==> src/hw/rtl/thlc_pkg.sv <==
// Package: shared types and codes for the turn and hazard lamp controller.
package thlc_pkg;

  // Opcodes of an input word
  localparam logic OP_CMD  = 1'b0;
  localparam logic OP_TICK = 1'b1;

  // Lamp function codes (also the bit index in the lamp vectors)
  localparam logic [2:0] LMP_LEFT  = 3'd0;
  localparam logic [2:0] LMP_RIGHT = 3'd1;
  localparam logic [2:0] LMP_HAZ   = 3'd2;
  localparam logic [2:0] LMP_PARK  = 3'd3;
  localparam logic [2:0] LMP_HEAD  = 3'd4;

  // Blink timer slots
  localparam logic [1:0] TMR_LEFT  = 2'd0;
  localparam logic [1:0] TMR_RIGHT = 2'd1;
  localparam logic [1:0] TMR_HAZ   = 2'd2;

  // Lamp action codes
  localparam logic [1:0] ACT_ON  = 2'd0;
  localparam logic [1:0] ACT_OFF = 2'd1;
  localparam logic [1:0] ACT_TOG = 2'd2;

  // Configuration register indexes
  localparam logic CFG_BLINK_ON  = 1'b0;
  localparam logic CFG_BLINK_OFF = 1'b1;

  localparam logic [15:0] BLINK_MS_RESET = 16'd500;

  // Indicator remembered across a hazard period
  typedef enum logic [1:0] {
    MEM_NONE  = 2'd0,
    MEM_LEFT  = 2'd1,
    MEM_RIGHT = 2'd2
  } mem_ind_t;

  typedef struct packed {
    logic        opcode;
    logic [2:0]  lamp_function;
    logic [1:0]  lamp_action;
    logic [15:0] command_sequence;
    logic [31:0] now_ms;
  } thlc_in_t;

  typedef struct packed {
    logic [4:0] lamp_states;
    logic [4:0] drive_outputs;
  } thlc_out_t;

  // Per-timer control for one processed word
  typedef struct packed {
    logic run;    // start or advance the timer
    logic clear;  // return the timer to idle
  } blink_ctl_t;

endpackage

==> src/hw/rtl/thlc_blink_timer.sv <==
// Module: one blink phase timer with wrapping millisecond arithmetic.
module thlc_blink_timer (
  input  logic                clk,
  input  logic                rst,
  input  thlc_pkg::blink_ctl_t ctl,
  input  logic [31:0]         now_ms,
  input  logic [15:0]         on_ms,
  input  logic [15:0]         off_ms,
  output logic                phase
);
  import thlc_pkg::*;

  logic        lit;
  logic        lit_next;
  logic [31:0] phase_start;
  logic [31:0] phase_start_next;
  logic        running;
  logic [31:0] elapsed;
  logic [15:0] len;

  // Phase length and wrapping elapsed time
  assign len     = lit ? on_ms : off_ms;
  assign elapsed = now_ms - phase_start;

  // Run step: start in the lit phase, or flip once the phase has expired
  always_comb begin
    lit_next         = lit;
    phase_start_next = phase_start;
    if (!running) begin
      lit_next         = 1'b1;
      phase_start_next = now_ms;
    end else if (elapsed >= {16'd0, len}) begin
      lit_next         = ~lit;
      phase_start_next = now_ms;
    end
  end

  assign phase = lit_next;

  // Timer registers
  always_ff @(posedge clk) begin
    if (rst || ctl.clear) begin
      lit         <= 1'b0;
      phase_start <= '0;
      running     <= 1'b0;
    end else if (ctl.run) begin
      lit         <= lit_next;
      phase_start <= phase_start_next;
      running     <= 1'b1;
    end
  end

endmodule

==> src/hw/rtl/thlc_lamp_ctrl.sv <==
// Module: logical lamp states with hazard and indicator arbitration.
module thlc_lamp_ctrl (
  input  logic               clk,
  input  logic               rst,
  input  logic               en,
  input  thlc_pkg::thlc_in_t word,
  output logic [4:0]         lamp_on,
  output logic [4:0]         lamp_on_next
);
  import thlc_pkg::*;

  logic [15:0] hazard_seq;
  logic [15:0] hazard_seq_next;
  mem_ind_t    remembered;
  mem_ind_t    remembered_next;

  // Command decode
  always_comb begin
    logic [1:0] act;
    logic       cur;
    mem_ind_t   mine;
    logic [2:0] other;

    lamp_on_next    = lamp_on;
    hazard_seq_next = hazard_seq;
    remembered_next = remembered;
    act   = word.lamp_action;
    cur   = 1'b0;
    mine  = (word.lamp_function == LMP_LEFT) ? MEM_LEFT : MEM_RIGHT;
    other = (word.lamp_function == LMP_LEFT) ? LMP_RIGHT : LMP_LEFT;

    if (word.opcode == OP_CMD) begin
      case (word.lamp_function) inside
        LMP_HAZ: begin
          // Hazard always toggles, action ignored
          hazard_seq_next = word.command_sequence;
          if (lamp_on[LMP_HAZ]) begin
            lamp_on_next[LMP_HAZ]   = 1'b0;
            lamp_on_next[LMP_LEFT]  = (remembered == MEM_LEFT);
            lamp_on_next[LMP_RIGHT] = (remembered == MEM_RIGHT);
            remembered_next = MEM_NONE;
          end else begin
            lamp_on_next[LMP_HAZ] = 1'b1;
            if (lamp_on[LMP_LEFT])       remembered_next = MEM_LEFT;
            else if (lamp_on[LMP_RIGHT]) remembered_next = MEM_RIGHT;
            else                         remembered_next = MEM_NONE;
          end
        end
        LMP_LEFT, LMP_RIGHT: begin
          // Dropped on a repeated hazard sequence or while hazard is on
          if (word.command_sequence != hazard_seq && !lamp_on[LMP_HAZ]) begin
            cur = lamp_on[word.lamp_function];
            if (act == ACT_TOG) act = cur ? ACT_OFF : ACT_ON;
            if (act == ACT_ON) begin
              remembered_next                   = mine;
              lamp_on_next[other]               = 1'b0;
              lamp_on_next[word.lamp_function]  = 1'b1;
            end else if (act == ACT_OFF) begin
              if (remembered == mine) remembered_next = MEM_NONE;
              lamp_on_next[word.lamp_function] = 1'b0;
            end
          end
        end
        LMP_PARK, LMP_HEAD: begin
          case (act)
            ACT_ON:  lamp_on_next[word.lamp_function] = 1'b1;
            ACT_OFF: lamp_on_next[word.lamp_function] = 1'b0;
            ACT_TOG: lamp_on_next[word.lamp_function] = ~lamp_on[word.lamp_function];
            default: ;
          endcase
        end
        default: ;
      endcase
    end
  end

  // State registers
  always_ff @(posedge clk) begin
    if (rst) begin
      lamp_on    <= '0;
      hazard_seq <= '0;
      remembered <= MEM_NONE;
    end else if (en) begin
      lamp_on    <= lamp_on_next;
      hazard_seq <= hazard_seq_next;
      remembered <= remembered_next;
    end
  end

endmodule

==> src/hw/rtl/turn_hazard_lamp_controller_top.sv <==
// Turn and hazard lamp controller: input register, single-pass update, result register.
// A word held in the input register passes to the result register once that register is free.
// Throughput: one word per cycle; a waiting result holds the input once the input register
// is also full.
// Reset (synchronous): lamps off, hazard sequence zero, no remembered indicator,
// blink timers idle, drive pins low, both blink lengths back to 500 ms.
module turn_hazard_lamp_controller_top (
  input  logic                clk,
  input  logic                rst,
  input  logic                in_valid,
  output logic                in_ready,
  input  thlc_pkg::thlc_in_t  in_word,
  output logic                out_valid,
  input  logic                out_ready,
  output thlc_pkg::thlc_out_t out_word,
  input  logic                cfg_write,
  input  logic                cfg_index,
  input  logic [15:0]         cfg_data
);
  import thlc_pkg::*;

  logic       in_q_valid;
  thlc_in_t   in_q;
  logic       advance;
  logic       is_tick;
  logic [15:0] blink_on_ms;
  logic [15:0] blink_off_ms;
  logic [4:0] lamp_on;
  logic [4:0] lamp_on_next;
  logic [4:0] drive_register;
  logic [4:0] drive_next;
  blink_ctl_t tmr_ctl [3];
  logic [2:0] tmr_phase;

  // Handshake: process the held word when the result register is free
  assign advance  = in_q_valid && (!out_valid || out_ready);
  assign in_ready = !in_q_valid || advance;
  assign is_tick  = (in_q.opcode == OP_TICK);

  // Input register
  always_ff @(posedge clk) begin
    if (rst) begin
      in_q_valid <= 1'b0;
    end else if (in_ready) begin
      in_q_valid <= in_valid;
    end
  end

  always_ff @(posedge clk) begin
    if (in_ready && in_valid) begin
      in_q <= in_word;
    end
  end

  // Configuration registers
  always_ff @(posedge clk) begin
    if (rst) begin
      blink_on_ms  <= BLINK_MS_RESET;
      blink_off_ms <= BLINK_MS_RESET;
    end else if (cfg_write) begin
      unique case (cfg_index)
        CFG_BLINK_ON:  blink_on_ms  <= cfg_data;
        CFG_BLINK_OFF: blink_off_ms <= cfg_data;
        default: ;
      endcase
    end
  end

  // Lamp state
  thlc_lamp_ctrl u_lamp (
    .clk          (clk),
    .rst          (rst),
    .en           (advance),
    .word         (in_q),
    .lamp_on      (lamp_on),
    .lamp_on_next (lamp_on_next)
  );

  // Timer control: hazard timer runs while hazard is on, else indicators follow their lamps
  always_comb begin
    tmr_ctl[TMR_HAZ]   = '{run: 1'b0, clear: 1'b0};
    tmr_ctl[TMR_LEFT]  = '{run: 1'b0, clear: 1'b0};
    tmr_ctl[TMR_RIGHT] = '{run: 1'b0, clear: 1'b0};
    if (advance && is_tick) begin
      if (lamp_on[LMP_HAZ]) begin
        tmr_ctl[TMR_HAZ].run = 1'b1;
      end else begin
        tmr_ctl[TMR_HAZ].clear   = 1'b1;
        tmr_ctl[TMR_LEFT].run    = lamp_on[LMP_LEFT];
        tmr_ctl[TMR_LEFT].clear  = !lamp_on[LMP_LEFT];
        tmr_ctl[TMR_RIGHT].run   = lamp_on[LMP_RIGHT];
        tmr_ctl[TMR_RIGHT].clear = !lamp_on[LMP_RIGHT];
      end
    end
  end

  for (genvar k = 0; k < 3; k++) begin : g_tmr
    thlc_blink_timer u_tmr (
      .clk    (clk),
      .rst    (rst),
      .ctl    (tmr_ctl[k]),
      .now_ms (in_q.now_ms),
      .on_ms  (blink_on_ms),
      .off_ms (blink_off_ms),
      .phase  (tmr_phase[k])
    );
  end

  // Drive pins after blinking
  always_comb begin
    drive_next = '0;
    if (lamp_on[LMP_HAZ]) begin
      drive_next[LMP_LEFT]  = tmr_phase[TMR_HAZ];
      drive_next[LMP_RIGHT] = tmr_phase[TMR_HAZ];
      drive_next[LMP_HAZ]   = tmr_phase[TMR_HAZ];
    end else begin
      drive_next[LMP_LEFT]  = lamp_on[LMP_LEFT] && tmr_phase[TMR_LEFT];
      drive_next[LMP_RIGHT] = lamp_on[LMP_RIGHT] && tmr_phase[TMR_RIGHT];
    end
    drive_next[LMP_PARK] = lamp_on[LMP_PARK];
    drive_next[LMP_HEAD] = lamp_on[LMP_HEAD];
  end

  always_ff @(posedge clk) begin
    if (rst) begin
      drive_register <= '0;
    end else if (advance && is_tick) begin
      drive_register <= drive_next;
    end
  end

  // Result register
  always_ff @(posedge clk) begin
    if (rst) begin
      out_valid <= 1'b0;
    end else if (advance) begin
      out_valid <= 1'b1;
    end else if (out_ready) begin
      out_valid <= 1'b0;
    end
  end

  always_ff @(posedge clk) begin
    if (advance) begin
      out_word.lamp_states   <= lamp_on_next;
      out_word.drive_outputs <= is_tick ? drive_next : drive_register;
    end
  end

  // Both indicators are never on together
  a_one_indicator: assert property (@(posedge clk) disable iff (rst)
    !(lamp_on[LMP_LEFT] && lamp_on[LMP_RIGHT]))
    else $error("both indicators on");

  // Stalled input only when a word is held and the result register is blocked
  a_stall_cause: assert property (@(posedge clk) disable iff (rst)
    !in_ready |-> (in_q_valid && out_valid && !out_ready))
    else $error("input stalled without cause");

  // Hazard tick drives left, right and hazard pins together
  a_hazard_pins: assert property (@(posedge clk) disable iff (rst)
    (advance && is_tick && lamp_on[LMP_HAZ]) |=>
      (drive_register[LMP_LEFT] == drive_register[LMP_HAZ]) &&
      (drive_register[LMP_RIGHT] == drive_register[LMP_HAZ]))
    else $error("hazard pins out of step");

  // Park and head pins copy their lamps after a tick
  a_steady_pins: assert property (@(posedge clk) disable iff (rst)
    (advance && is_tick) |=>
      (drive_register[LMP_PARK] == lamp_on[LMP_PARK]) &&
      (drive_register[LMP_HEAD] == lamp_on[LMP_HEAD]))
    else $error("park or head pin wrong");

endmodule
==> config.mk <==
export PLATFORM = sky130hd
export DESIGN_NAME = turn_hazard_lamp_controller_top
export DESIGN_NICKNAME = d
export VERILOG_FILES = /design/src/hw/rtl/thlc_pkg.sv /design/src/hw/rtl/thlc_blink_timer.sv /design/src/hw/rtl/thlc_lamp_ctrl.sv /design/src/hw/rtl/turn_hazard_lamp_controller_top.sv
export SDC_FILE = /design/constraint.sdc
export NUM_CORES = 1
export LEC_CHECK = 0
export BUFFER_PORTS_ARGS = -buffer_cell sky130_fd_sc_hd__buf_2
export CAP_MARGIN = 25
export CORE_ASPECT_RATIO = 2
export CORE_UTILIZATION = 50
export DETAILED_ROUTE_END_ITERATION = 12
export GPL_ROUTABILITY_DRIVEN = 1
export PLACE_DENSITY_LB_ADDON = 0.08
export SETUP_SLACK_MARGIN = 0.05
export SYNTH_ARGS = -nofsm -noshare
export SYNTH_HDL_FRONTEND = slang
export SYNTH_SLANG_ARGS = --single-unit
==> constraint.sdc <==
create_clock -name clk -period 6.1 [get_ports clk]
set_input_delay 1.22 -clock clk [delete_from_list [all_inputs] [get_ports clk]]
set_output_delay 1.22 -clock clk [all_outputs]
set_load 0.1 [all_outputs]
==> results summary, run 1 <==
The final number of hold-violating endpoints is 0. The complex-gate fraction of the synthesized area came to 0.249. For this run, the number of standard cells in the final layout without fillers is 2539. Counting tap cells, the placed design contains a total of 2496 instances. The placer's final routability congestion estimate came out at 0.951. The number of enable flip-flop cells after synthesis is 64.

The relative max-transition margin is 0.303. The number of global-route vias before repair is 15.1k. Of the total synthesized cell area, the portion taken by AND, OR, NAND and NOR gates is 0.190. The via count is 15.7k. The share of the Yosys chip area taken by registers is 0.314. Clock skew on the completed layout was measured at ~14 ps.

The count of antenna-violating nets left after detailed routing is 0. The maximum frequency from static timing analysis came out at 169 MHz. After floorplanning, the core was divided into slightly above 90 placement rows.

The count of clock tree sinks is ~230. Pin placement for this block handled 88 I/O pins. The Yosys step of the flow raised 0 warnings.

The worst register-to-register path begins at in_q[1]$_DFFE_PP_. In the final design database the tool counted 2315 nets. The power density normalized to cell area is 216 mW/mm^2.

The diode insertion count for antenna repair is 0. The netlist uses 86 different library cells. For the pin with the worst max-slew slack, the measured transition is ~1000 ps. The worst-case hold slack came out at 455 ps. The total area of sequential cells is 0.00520 sq mm.

Measured along the y axis, the die boundary spans 259 um. The total leakage power came out at 0.00670 uW. For this run, the leading register cell type out of synthesis is sky130_fd_sc_hd__dfxtp_1. Dividing the detail-routed wire length by the instance count gives 22.8 um. The register-to-register setup slack came out at 190 ps. Sorting the synthesized cells by area gives the leading types as sky130_fd_sc_hd__dfxtp_1 (20%), sky130_fd_sc_hd__edfxtp_1 (12%), sky130_fd_sc_hd__ha_1 (11%).

The top cell type's share of synthesized area is 0.198. Summed over all instances, the cell type with the most area after synthesis is sky130_fd_sc_hd__dfxtp_1. The horizontal die dimension is 131 um.

The clock latency at the later pin of the worst-skew pair is 560 ps. The proportion of layout cells with a drive suffix above 1 came out at 0.101. The longest clock path from root to sink contains 3 buffers. The worst setup path is captured at a register. The area overhead of the layout relative to synthesis came out at 9.95%. The kind of start point of the critical path is a register. The clock edge transition at the registers on the reported setup and hold paths came out at 70 ps. The synthesized cell area came out at between 0.015 and 0.02 sq mm. The maximum VDD drop came out at 0.000247 V. The adder-cell share of the synthesized area is 0.110. After synthesis, the largest family of logic cells by area is compound AO/OA/AOI/OAI gates. The aggregate global-route resource usage is 0.339. The number of detailed-route iterations in the first pass came out at 6. By instance count, the leading cell after synthesis is sky130_fd_sc_hd__nand2_1. In this run the worst setup path begins at in_q[1]$_DFFE_PP_. The final layout contains routed wiring with a total length of about 58 mm. The synthesized flop and latch total is 228. Dividing the final minimum period by the clock period gives 0.968. By count the netlist is led by sky130_fd_sc_hd__nand2_1 (252), sky130_fd_sc_hd__a21oi_1 (248), sky130_fd_sc_hd__dfxtp_1 (164), sky130_fd_sc_hd__o21ai_0 (147), sky130_fd_sc_hd__ha_1 (141). TritonCTS built the clock tree. The first-iteration detailed-routing DRC count is 850. The required time of the critical path came out at between 6000 and 7000 ps. The sum of overflow across all layers after global routing came out at 0. The layout has 3138 filler cells. In this run, CTS created clock tree buffers numbering 23. The area enclosed by the die boundary came out at 0.0339 sq mm.

The wire length of the first global-routing pass is around 86 mm. The startpoint identified for the worst hold timing path is drive_register[3]$_SDFFE_PP0P_. The pin count of the biggest net entering global routing came out at 51. Summed over all nets, the half-perimeter wirelength after detailed placement is around 45 mm. Setup violations remaining at the end of the flow were counted as 0. The number of slew-limit violations in the final report is 0. The average instance area after synthesis is roughly 8.1 sq um. The root buffer cell chosen for the clock tree is sky130_fd_sc_hd__clkbuf_16.

Hold repair after CTS inserted 0 buffers. The worst endpoint data arrival time is 6200 ps. After synthesis, the share of cell area in mux cells is 0.0382. The path category of the worst min-delay check is register to register.

After detailed routing, the number of vias per cell comes to around 6. The final period demand of the worst path is 5910 ps. The synthesized netlist net count came out at between 2k and 2.5k.

The max-cap check violation count came out at 0. The initial antenna violation count came to 0. The xor-xnor portion of the synthesized cell area came out at 0.0391. The flow ran to the end, and the final reports show no timing, DRC or antenna violations.

CTS built an H-tree with a depth of 1. The cell count after synthesis came out at 2050. Setup repair after global routing left no endpoint under its margin. The worst setup path is of the register to register kind.

The post-CTS setup buffer count came out at 0. The core outline area is between 0.03 and 0.04 sq mm. Buffers placed on the I/O ports in this run total 87.

The starting density of the core is 0.512. The DRC violation count after routing is 0. The combined area of the multi-input logic cells came out at 0.0104 sq mm. The share of flip-flops with an asynchronous set or reset came out at 0. The final total negative setup slack came out at 0 ps. The largest driver fanout on the critical path is 7.
[area by class of cell]
cell class / count / area share
multi-input cells: 1583 / 0.573
flip-flops and latches: 228 / 0.286
repair buffers: 131 / 0.0432
clock buffers: 30 / 0.0365
well taps: 427 / 0.0293
inverters: 128 / 0.0264
clock inverters: 12 / 0.00564
[placed cells by master, fill, tap and decap left out, drive strengths merged, types with 6 or more instances in the layout]
| cell | n |
|---|---|
| clkinv | 8 |
| nor2 | 99 |
| nand4 | 38 |
| o21a | 27 |
| mux2i | 53 |
| o21bai | 6 |
| xnor2 | 45 |
| nand2 | 252 |
| ha | 141 |
| a2111oi | 13 |
| a21o | 43 |
| buf | 131 |
| a21oi | 249 |
| and4 | 10 |
| or2 | 9 |
| nand4b | 33 |
| and3 | 8 |
| o2111ai | 8 |
| a211oi | 18 |
| nand3 | 102 |
| mux2 | 7 |
| o21ai | 150 |
| xor2 | 29 |
| o211ai | 48 |
| edfxtp | 64 |
| dfxtp | 164 |
| nand2b | 17 |
| a31oi | 11 |
| inv | 129 |
| and2 | 10 |
| nor3 | 31 |
| or3 | 11 |
| nor2b | 10 |
| clkbuf | 30 |
[cell families (layout without fill, tap and decap cells)]
kind of cell	Yosys count	in the layout
and+or+nand+nor	648	648
DFF	228	228
xor gates and xnor gates	74	74
buffers and inverters	239	301
adders and majority gates	144	144
muxes	61	61
AOI/OAI and AO/OA	656	656
[final timing paths]
check,cells after the start,end
worst min register to register,2,drive_register[3]$_SDFFE_PP0P_
worst max-delay path,20,out_word[0]$_DFFE_PP_
worst max register to register,20,out_word[0]$_DFFE_PP_
worst min-delay path,2,drive_register[3]$_SDFFE_PP0P_
[through the flow]
step	setup WS (ps)	area, sq um	power [uW]	util
2_1_floorplan	640	16600	2200	-
6_report	193	18200	3930	0.563
3_3_place_gp	301	17400	2450	0.537
5_1_grt	51.4	18200	4070	0.563
3_5_place_dp	60.4	17400	2460	0.537
4_1_cts	94.4	18100	3940	0.561
[per-layer routing]
layer | vias up | routed length (um) | global-route usage
li1 | 7597 | - | -
met5 | - | 0 | 0
met3 | 176 | 2350 | 0.0447
met2 | 465 | 29700 | 0.614
met4 | 0 | 6370 | 0.322
met1 | 7454 | 19500 | 0.317
[critical path, cell delays in order (launching register included)]
cell,delay (ps)
sky130_fd_sc_hd__edfxtp_1,390
sky130_fd_sc_hd__buf_4,180
sky130_fd_sc_hd__ha_1,270
sky130_fd_sc_hd__nand2b_1,90
sky130_fd_sc_hd__a21o_1,200
sky130_fd_sc_hd__a31oi_1,320
sky130_fd_sc_hd__or2_2,210
sky130_fd_sc_hd__inv_1,50
sky130_fd_sc_hd__o21ai_0,230
sky130_fd_sc_hd__xor2_1,250
sky130_fd_sc_hd__ha_1,290
sky130_fd_sc_hd__a21o_1,190
sky130_fd_sc_hd__a21o_1,170
sky130_fd_sc_hd__a22o_1,220
sky130_fd_sc_hd__or4_1,380
sky130_fd_sc_hd__or4_1,480
sky130_fd_sc_hd__a2111oi_1,430
sky130_fd_sc_hd__o2111a_1,300
sky130_fd_sc_hd__and3_1,230
sky130_fd_sc_hd__mux2_2,450
sky130_fd_sc_hd__a221o_1,330
[where the power goes]
| group | internal [uW] | leakage, uW | switching, uW |
|---|---|---|---|
| sequential | 1600 | 0.00195 | 57.0 |
| combinational | 286 | 0.00438 | 503 |
| clock | 817 | 0.000373 | 664 |
| total | 2710 | 0.00670 | 1220 |
[timing repair]
action                     in CTS  in global routing
pin swaps                       0                  2
setup endpoints to repair       1                  2
gates resized for setup         1                  5
[registers in the layout, indices dropped and copies added, names as in the netlist]
name / flops
blink_off_ms: 16
blink_on_ms: 16
drive_register: 5
g_tmr.u_tmr.lit: 3
g_tmr.u_tmr.phase_start: 96
g_tmr.u_tmr.running: 3
in_q: 53
in_q_valid: 1
is_tick: 1
out_valid: 1
out_word: 10
u_lamp.hazard_seq: 16
u_lamp.lamp_on: 5
u_lamp.remembered: 2
Note: power is estimated with default switching activity, not from simulation.
==> inputs of run 2 (changes only) <==
SYNTH_HIERARCHICAL = 1   (was not set)
==> run 2 against run 1 <==
  * Clock power shrank 3%
  * Register-to-register slack gained 390 ps
  * Cell count shrank 2.0%
==> results summary, run 2 <==
The pin count of the biggest net entering global routing is 67 (+31%). The average instance area after synthesis is 8.43 sq um (+4.3%). The diode insertion count for antenna repair is 0 (unchanged).

Clock tree synthesis selected as its root buffer the cell sky130_fd_sc_hd__clkbuf_16. The sum of overflow across all layers after global routing is 0 (unchanged). The fraction of the yosys area taken by sequential cells came out at 0.308 (-0.00613). The transition time of the tightest slew-check pin came out at 967 ps (-76.9 ps). The final setup skew came to 17.4 ps (+3.51 ps). The number of cells on the worst hold path came out at 2 (unchanged). The final total negative setup slack is 0 ps (unchanged).

The count of clock tree sinks is 228 (unchanged). The first-iteration detailed-routing DRC count came to 670 (-21%). The count of antenna-violating nets left after detailed routing is 0 (unchanged). The aggregate global-route resource usage is 0.286 (-0.0532). The number of levels in the clock H-tree came out at 1 (unchanged). The total leakage power came out at 0.00708 uW (+5.7%).

The area overhead of the layout relative to synthesis came out at 7.18%. The post-CTS setup buffer count is 0 (unchanged). In the final layout, the registers with the most flip-flops are g_tmr.u_tmr/phase_start x96, in_q x53.

The post-route fraction of the period consumed by the critical path was 0.904 (-0.0641). The required time of the critical path came out at 6390 ps (about the same). In the layout the commonest cells are sky130_fd_sc_hd__nand2_1 (395), sky130_fd_sc_hd__a21oi_1 (165), sky130_fd_sc_hd__dfxtp_1 (164).

The combined buffer and inverter count along the critical path came to 1 (-1). The cell count after synthesis is 2004 (-2.2%). The maximum VDD drop came out at 0.000229 V (-7.6%). The critical path is of the register to register type.

The synthesized cell area was 0.0169 sq mm (+2.0%). The area enclosed by the die boundary is 0.0346 sq mm (+2.0%). By count the netlist is led by sky130_fd_sc_hd__nand2_1 (395), sky130_fd_sc_hd__a21oi_1 (165), sky130_fd_sc_hd__dfxtp_1 (164), sky130_fd_sc_hd__mux2i_1 (153), sky130_fd_sc_hd__ha_1 (141).

The clock latency at the later pin of the worst-skew pair is 540 ps (-20 ps). The placer's final routability congestion estimate is 0.968 (+1.8%). The horizontal die dimension came out at 132 um (+0.97%). The min-delay analysis places its worst path in the category register to register.

The aggregate routed wire length is 49.5 mm (-15%). The number of slew-limit violations in the final report came out at 0 (unchanged). The number of enable flip-flop cells after synthesis came out at 64 (unchanged). The worst-case hold slack came out at 459 ps (+3.82 ps).

The number of stages on the worst setup path is 21 (+5.0%). The maximum frequency from static timing analysis came out at 181 MHz (+7.1%). The starting density of the core is 0.511 (-0.000895). The number of detailed-route iterations in the first pass came out at 7 (+1). The final number of hold-violating endpoints is 0 (unchanged). The largest incremental delay on the critical path was 560 ps (+80 ps). The worst endpoint data arrival time is 5810 ps (-390 ps). By area the synthesized netlist is led by sky130_fd_sc_hd__dfxtp_1 (19%), sky130_fd_sc_hd__edfxtp_1 (11%), sky130_fd_sc_hd__ha_1 (10%). The synthesized flop and latch total came out at 228 (unchanged). The via count was 14.5k (-7.6%). Traced cell by cell, the critical path runs through inv_1, ha_1, fa_1, nand2b_1, a21oi_1, o211ai_1, a211oi_1, or2_1, xor2_1, ha_1, a21o_1, a21o_1, a21oi_1, o211ai_1, or4_1, nor4_1, xnor2_1, nand2_1, a21bo_1, a31oi_1, nor2_1. The number of cell instances on the worst register-to-register path is 21 (+5.0%).

The power density normalized to cell area came out at 213 mW/mm^2 (-1.2%). The die boundary height came to 262 um (+0.98%). The per-cell routed wire length is 19.9 um (-13%).

The post-cts gate resize count came out at 0 (-1). The yosys synthesis warning count came out at 6 (+6). TritonCTS built the clock tree. The top cell type's share of synthesized area came out at 0.194 (-0.00386). The wire length of the first global-routing pass came out at 76.5 mm (-11%).

The final net count is 2261 (-2.3%). STA classifies the critical path endpoint as a register. The clock edge transition at the registers on the reported setup and hold paths is 70 ps (about the same). The flip-flop count of the largest register after layout is 96 (unchanged). The most common cell after layout, fill and taps aside is sky130_fd_sc_hd__nand2_1. The worst setup path is launched from a register. The max-cap check violation count came out at 0 (unchanged). The number of different library cells in the post-synthesis netlist is 97 (+13%). The total half-perimeter wirelength after legalization and detailed placement came out at 38.9 mm (-14%). The final period demand of the worst path came out at 5520 ps (-391 ps). The final count of negative-setup-slack endpoints is 0 (unchanged). Summed over all instances, the cell type with the most area after synthesis is sky130_fd_sc_hd__dfxtp_1. The ratio of routed vias to standard cells is 5.83 (-5.7%). The count of boundary I/O pins is 88 (unchanged). The slowest stage of the critical path is the sky130_fd_sc_hd__nor4_1 cell. Setup repair after global routing left no endpoint under its margin. The share of flip-flops with an asynchronous set or reset is 0 (unchanged).

The final standard cell utilization of the core is 0.548 (-0.0151). The floorplan row count came out at 94 (+1.1%). The initial antenna violation count is 0 (unchanged). The proportion of layout cells with a drive suffix above 1 is 0.0967 (-0.00458).

The flow ran to the end, and the final reports show no timing, DRC or antenna violations. The synthesized netlist net count came out at 2224 (-2.0%). The core outline area came out at 0.0330 sq mm (+2.2%). The CTS buffer count is 23 (unchanged). The number of global-route vias before repair came out at 14.3k (-4.9%). The hold-fix buffer count after cts is 0 (unchanged).

The relative max-transition margin came out at 0.349 (+0.0463). The largest driver fanout on the critical path was 6 (-1). The number of buffer cells added on primary ports is 87 (unchanged). The number of buffers on the longest clock path came out at 3 (unchanged). sky130_fd_sc_hd__nand2_1 is the most common cell in the netlist. The cell type group with the largest total delay on the critical path is compound AO/OA/AOI/OAI gates.

g_tmr.u_tmr/phase_start holds more flip-flops than any other register. The DRC violation count after routing is 0 (unchanged). For this run, the leading register cell type out of synthesis is sky130_fd_sc_hd__dfxtp_1.
## run 2: stage by stage
step	setup WS (ps)	area [sq um]	cells	power (uW)
global placement	748	17400	2448	2440
CTS	618	18100	2489	3890
detailed placement	651	17400	2448	2450
finish	584	18100	2489	3860
global route	210	18100	2489	4030
floorplan	1370	16900	2004	2230
## run 2: final cells by class
type	count	area, sq um
Fill cell	3180	14900
Multi-Input combinational cell	1563	10600
Sequential cell	228	5200
Clock buffer	26	597
Timing Repair Buffer	101	541
Tap cell	432	541
Inverter	124	465
Clock inverter	15	138
## run 2: cells by family after synthesis
logic type                 synth area share
and+or+nand+nor                       0.197
AOI/OAI and AO/OA                     0.176
DFF                                   0.308
buffers and inverters                0.0648
muxes                                0.0962
adders and majority gates             0.108
xor gates and xnor gates             0.0493
## run 2: power breakdown
group / internal (uW) / switching (uW) / total, uW / leakage [uW]
registers: 1600 / 73.1 / 1670 / 0.00195
clock network: 791 / 641 / 1430 / 0.000360
logic: 288 / 464 / 752 / 0.00477
total: 2680 / 1180 / 3860 / 0.00708
## run 2: worst paths after layout
path	startpoint	end	slack, ps
max	in_q[0]$_DFFE_PP_	out_word[1]$_DFFE_PP_	580
min	g_tmr[0].u_tmr/phase_start[22]$_SDFFE_PP0P_	g_tmr[0].u_tmr/phase_start[22]$_SDFFE_PP0P_	460
max reg2reg	in_q[0]$_DFFE_PP_	out_word[1]$_DFFE_PP_	580
min reg2reg	g_tmr[0].u_tmr/phase_start[22]$_SDFFE_PP0P_	g_tmr[0].u_tmr/phase_start[22]$_SDFFE_PP0P_	460
## run 2: worst register-to-register path, cell delays in order (launching register included)
cell	delay (ps)
sky130_fd_sc_hd__edfxtp_1	420
sky130_fd_sc_hd__inv_1	70
sky130_fd_sc_hd__ha_1	230
sky130_fd_sc_hd__fa_1	420
sky130_fd_sc_hd__nand2b_1	190
sky130_fd_sc_hd__a21oi_1	170
sky130_fd_sc_hd__o211ai_1	170
sky130_fd_sc_hd__a211oi_1	510
sky130_fd_sc_hd__or2_1	210
sky130_fd_sc_hd__xor2_1	80
sky130_fd_sc_hd__ha_1	200
sky130_fd_sc_hd__a21o_1	150
sky130_fd_sc_hd__a21o_1	170
sky130_fd_sc_hd__a21oi_1	140
sky130_fd_sc_hd__o211ai_1	110
sky130_fd_sc_hd__or4_1	550
sky130_fd_sc_hd__nor4_1	570
sky130_fd_sc_hd__xnor2_1	250
sky130_fd_sc_hd__nand2_1	160
sky130_fd_sc_hd__a21bo_1	230
sky130_fd_sc_hd__a31oi_1	200
sky130_fd_sc_hd__nor2_1	80
## run 2: metal layers
layer / share of wire / GRT usage
met1: 0.35 / 0.268
met2: 0.53 / 0.560
met3: 0.029 / 0.0262
met4: 0.090 / 0.231
met5: 0 / 0
==> inputs of run 3 (changes only) <==
CELL_PAD_IN_SITES_DETAIL_PLACEMENT = 0   (was not set)
CELL_PAD_IN_SITES_GLOBAL_PLACEMENT = 1   (was not set)
CORE_UTILIZATION = 48   (was 50)
==> run 3 against run 2 <==
  * Non-clock buffer count shrank 1
  * Highest routed layer unchanged
  * Die area up 4.1%
  * Critical endpoint unchanged
  * Sequential share of layout area shrank 0.075 points
  * Critical path type unchanged
==> results summary, run 3 (same netlist as run 2, synthesis figures left out) <==
The number of buffer cells added on primary ports came out at 87 (unchanged). The post-CTS setup buffer count is 0 (unchanged). The total area of sequential cells is 0.00520 sq mm (unchanged). The horizontal die dimension is 135 um (+2.0%). The final number of hold-violating endpoints came out at 0 (unchanged). The number of global-route vias before repair is 14.0k (-2.7%). The clock edge transition at the registers on the reported setup and hold paths came to 60 ps (about the same).

The post-route fraction of the period consumed by the critical path was 0.901 (-0.00343). The pin count of the biggest net entering global routing came to 67 (unchanged). The die boundary height came to 267 um (+2.0%). The number of detailed-route iterations in the first pass came out at 5 (-2). The clock root buffer master is sky130_fd_sc_hd__clkbuf_16. The number of fill cells in the layout came to 3378 (+6.2%). The relative max-transition margin came out at 0.298 (-0.0517). The count of antenna-violating nets left after detailed routing came out at 0 (unchanged). The final standard cell utilization of the core came to 0.526 (-0.0212).

The wire length of the first global-routing pass was 75.9 mm (-0.88%). The hold-fix buffer count after cts came out at 0 (unchanged). STA classifies the critical path startpoint as a register. The largest driver fanout on the critical path came out at 6 (unchanged). The area overhead of the layout relative to synthesis is 7.46%.

The worst-case hold slack is 459 ps (-0.310 ps). The post-cts gate resize count is 0 (unchanged). The setup path with the least slack is of type register to register. The power density normalized to cell area is 214 mW/mm^2 (+0.44%).

The aggregate global-route resource usage is 0.275 (-0.0103). The count of boundary I/O pins is 88 (unchanged). The proportion of layout cells with a drive suffix above 1 is 0.0976 (+0.000830). The register-to-register setup slack came out at 600 ps (+20 ps). The total power of the final layout was 3890 uW (+0.70%). The number of slew-limit violations in the final report came out at 0 (unchanged).

The signal on the critical path passes through inv_1, ha_1, fa_1, nand2b_1, a21oi_1, o211ai_1, a211oi_1, or2_1, xor2_1, ha_1, a21o_1, a21o_1, a21oi_1, o211ai_1, or4_1, nor4_1, xnor2_1, nand2_1, a31oi_1, nor2_1. The initial antenna violation count is 0 (unchanged). The final setup skew came out at 20.3 ps (+2.88 ps). The area enclosed by the die boundary came out at 0.0360 sq mm (+4.1%). The worst hold path belongs to the class register to register. The number of levels in the clock H-tree was 1 (unchanged). The combined buffer and inverter count along the critical path is 1 (unchanged). The maximum VDD drop came out at 0.000252 V (+10%). The final net count came to 2262 (+0.044%).

The floorplan row count came to 96 (+2.1%). Setup repair after global routing left no endpoint under its margin. The ratio of routed vias to standard cells came to 5.75 (-1.3%).

The aggregate routed wire length is 49.8 mm (+0.47%). The via count was 14.4k (-0.78%). The largest registers in the layout are g_tmr.u_tmr/phase_start x96, in_q x53. The clock latency at the later pin of the worst-skew pair came out at 550 ps (about the same). The combined area of the multi-input logic cells came out at 0.0106 sq mm (unchanged). The cell type group with the largest total delay on the critical path is simple AND/OR/NAND/NOR gates.

The first-iteration detailed-routing DRC count is 641 (-4.3%). The starting density of the core came out at 0.490 (-0.0211). TritonCTS built the clock tree.

The diode insertion count for antenna repair is 0 (unchanged). The required time of the critical path came out at 6390 ps (about the same). For this design, the slowest cell found on the critical path is sky130_fd_sc_hd__nor4_1.

The flip-flop count of the largest register after layout came to 96 (unchanged). The worst setup path is captured at a register. The number of buffers on the longest clock path came to 3 (unchanged). The count of clock tree sinks is 228 (unchanged). The CTS buffer count is 25 (+8.7%). The library cell used most frequently in the layout, excluding fill and tap cells, is sky130_fd_sc_hd__nand2_1. The final total negative setup slack came to 0 ps (unchanged).

The per-cell routed wire length is 19.9 um (about the same). The final count of negative-setup-slack endpoints came out at 0 (unchanged). The total leakage power is 0.00709 uW (+0.14%). The maximum frequency from static timing analysis came out at 182 MHz (+0.38%).

The max-cap check violation count is 0 (unchanged). The placer's final routability congestion estimate came out at 0.893 (-7.8%). Counting flops per register, the top entry is g_tmr.u_tmr/phase_start. The largest incremental delay on the critical path is 600 ps (+40 ps). The total half-perimeter wirelength after legalization and detailed placement was 39.1 mm (+0.70%). The sum of overflow across all layers after global routing came out at 0 (unchanged). The final period demand of the worst path came out at 5500 ps (-20.9 ps). The DRC violation count after routing came out at 0 (unchanged). The top cell types in the final layout, fill and taps aside, are sky130_fd_sc_hd__nand2_1 (395), sky130_fd_sc_hd__a21oi_1 (165), sky130_fd_sc_hd__dfxtp_1 (164). The transition time of the tightest slew-check pin is 1040 ps (+76.9 ps).

The core outline area was 0.0345 sq mm (+4.3%). The flow ran to the end, and the final reports show no timing, DRC or antenna violations. The worst endpoint data arrival time came to 5790 ps (-20 ps).
-- run 3: cell types whose count changed in the layout (fill, tap and decap cells not counted), sizes merged --
cell      before  now
clkinvlp       1    2
buf          101  100
bufinv         2    1
clkinv        11    7
inv          125  127
clkbuf        26   32
-- run 3: layout make-up --
cell class                      count  share of cell area
Sequential cell                   228               0.287
Tap cell                          441              0.0304
Inverter                          124              0.0256
Timing Repair Buffer              100              0.0301
Clock inverter                     13             0.00627
Clock buffer                       32              0.0359
Multi-Input combinational cell   1563               0.585
-- run 3: path summary, 6_finish.rpt --
check,end,depth (start not counted),startpoint
max,out_word[1]$_DFFE_PP_,20,in_q[0]$_DFFE_PP_
min,g_tmr[1].u_tmr/phase_start[10]$_SDFFE_PP0P_,2,g_tmr[1].u_tmr/phase_start[10]$_SDFFE_PP0P_
max reg2reg,out_word[1]$_DFFE_PP_,20,in_q[0]$_DFFE_PP_
min reg2reg,g_tmr[1].u_tmr/phase_start[10]$_SDFFE_PP0P_,2,g_tmr[1].u_tmr/phase_start[10]$_SDFFE_PP0P_
-- run 3: metal layers --
metal,wire [um],GRT usage,vias up
li1,-,-,7179
met1,17800,0.268,6762
met2,26800,0.537,332
met3,1440,0.0229,116
met4,3750,0.188,0
met5,0,0,-
-- run 3: tightest hold or removal path, cell delays in order, from the launching register on --
cell and delay, ps:
sky130_fd_sc_hd__dfxtp_1 310, sky130_fd_sc_hd__nand2_1 50, sky130_fd_sc_hd__mux2i_1 50
-- run 3: metrics by stage --
stage               setup slack [ps]  instances  cell area (sq um)
floorplan                       1370       2004              16900
global placement                 807       2456              17400
detailed placement               653       2456              17400
CTS                              621       2501              18100
global route                     200       2501              18100
finish                           605       2501              18100
-- run 3: where the power goes --
group / leakage [uW] / total [uW] / internal [uW] / switching (uW)
combinational: 0.00477 / 750 / 287 / 463
sequential: 0.00195 / 1680 / 1600 / 73.1
clock: 0.000372 / 1460 / 806 / 654
total: 0.00709 / 3890 / 2700 / 1190
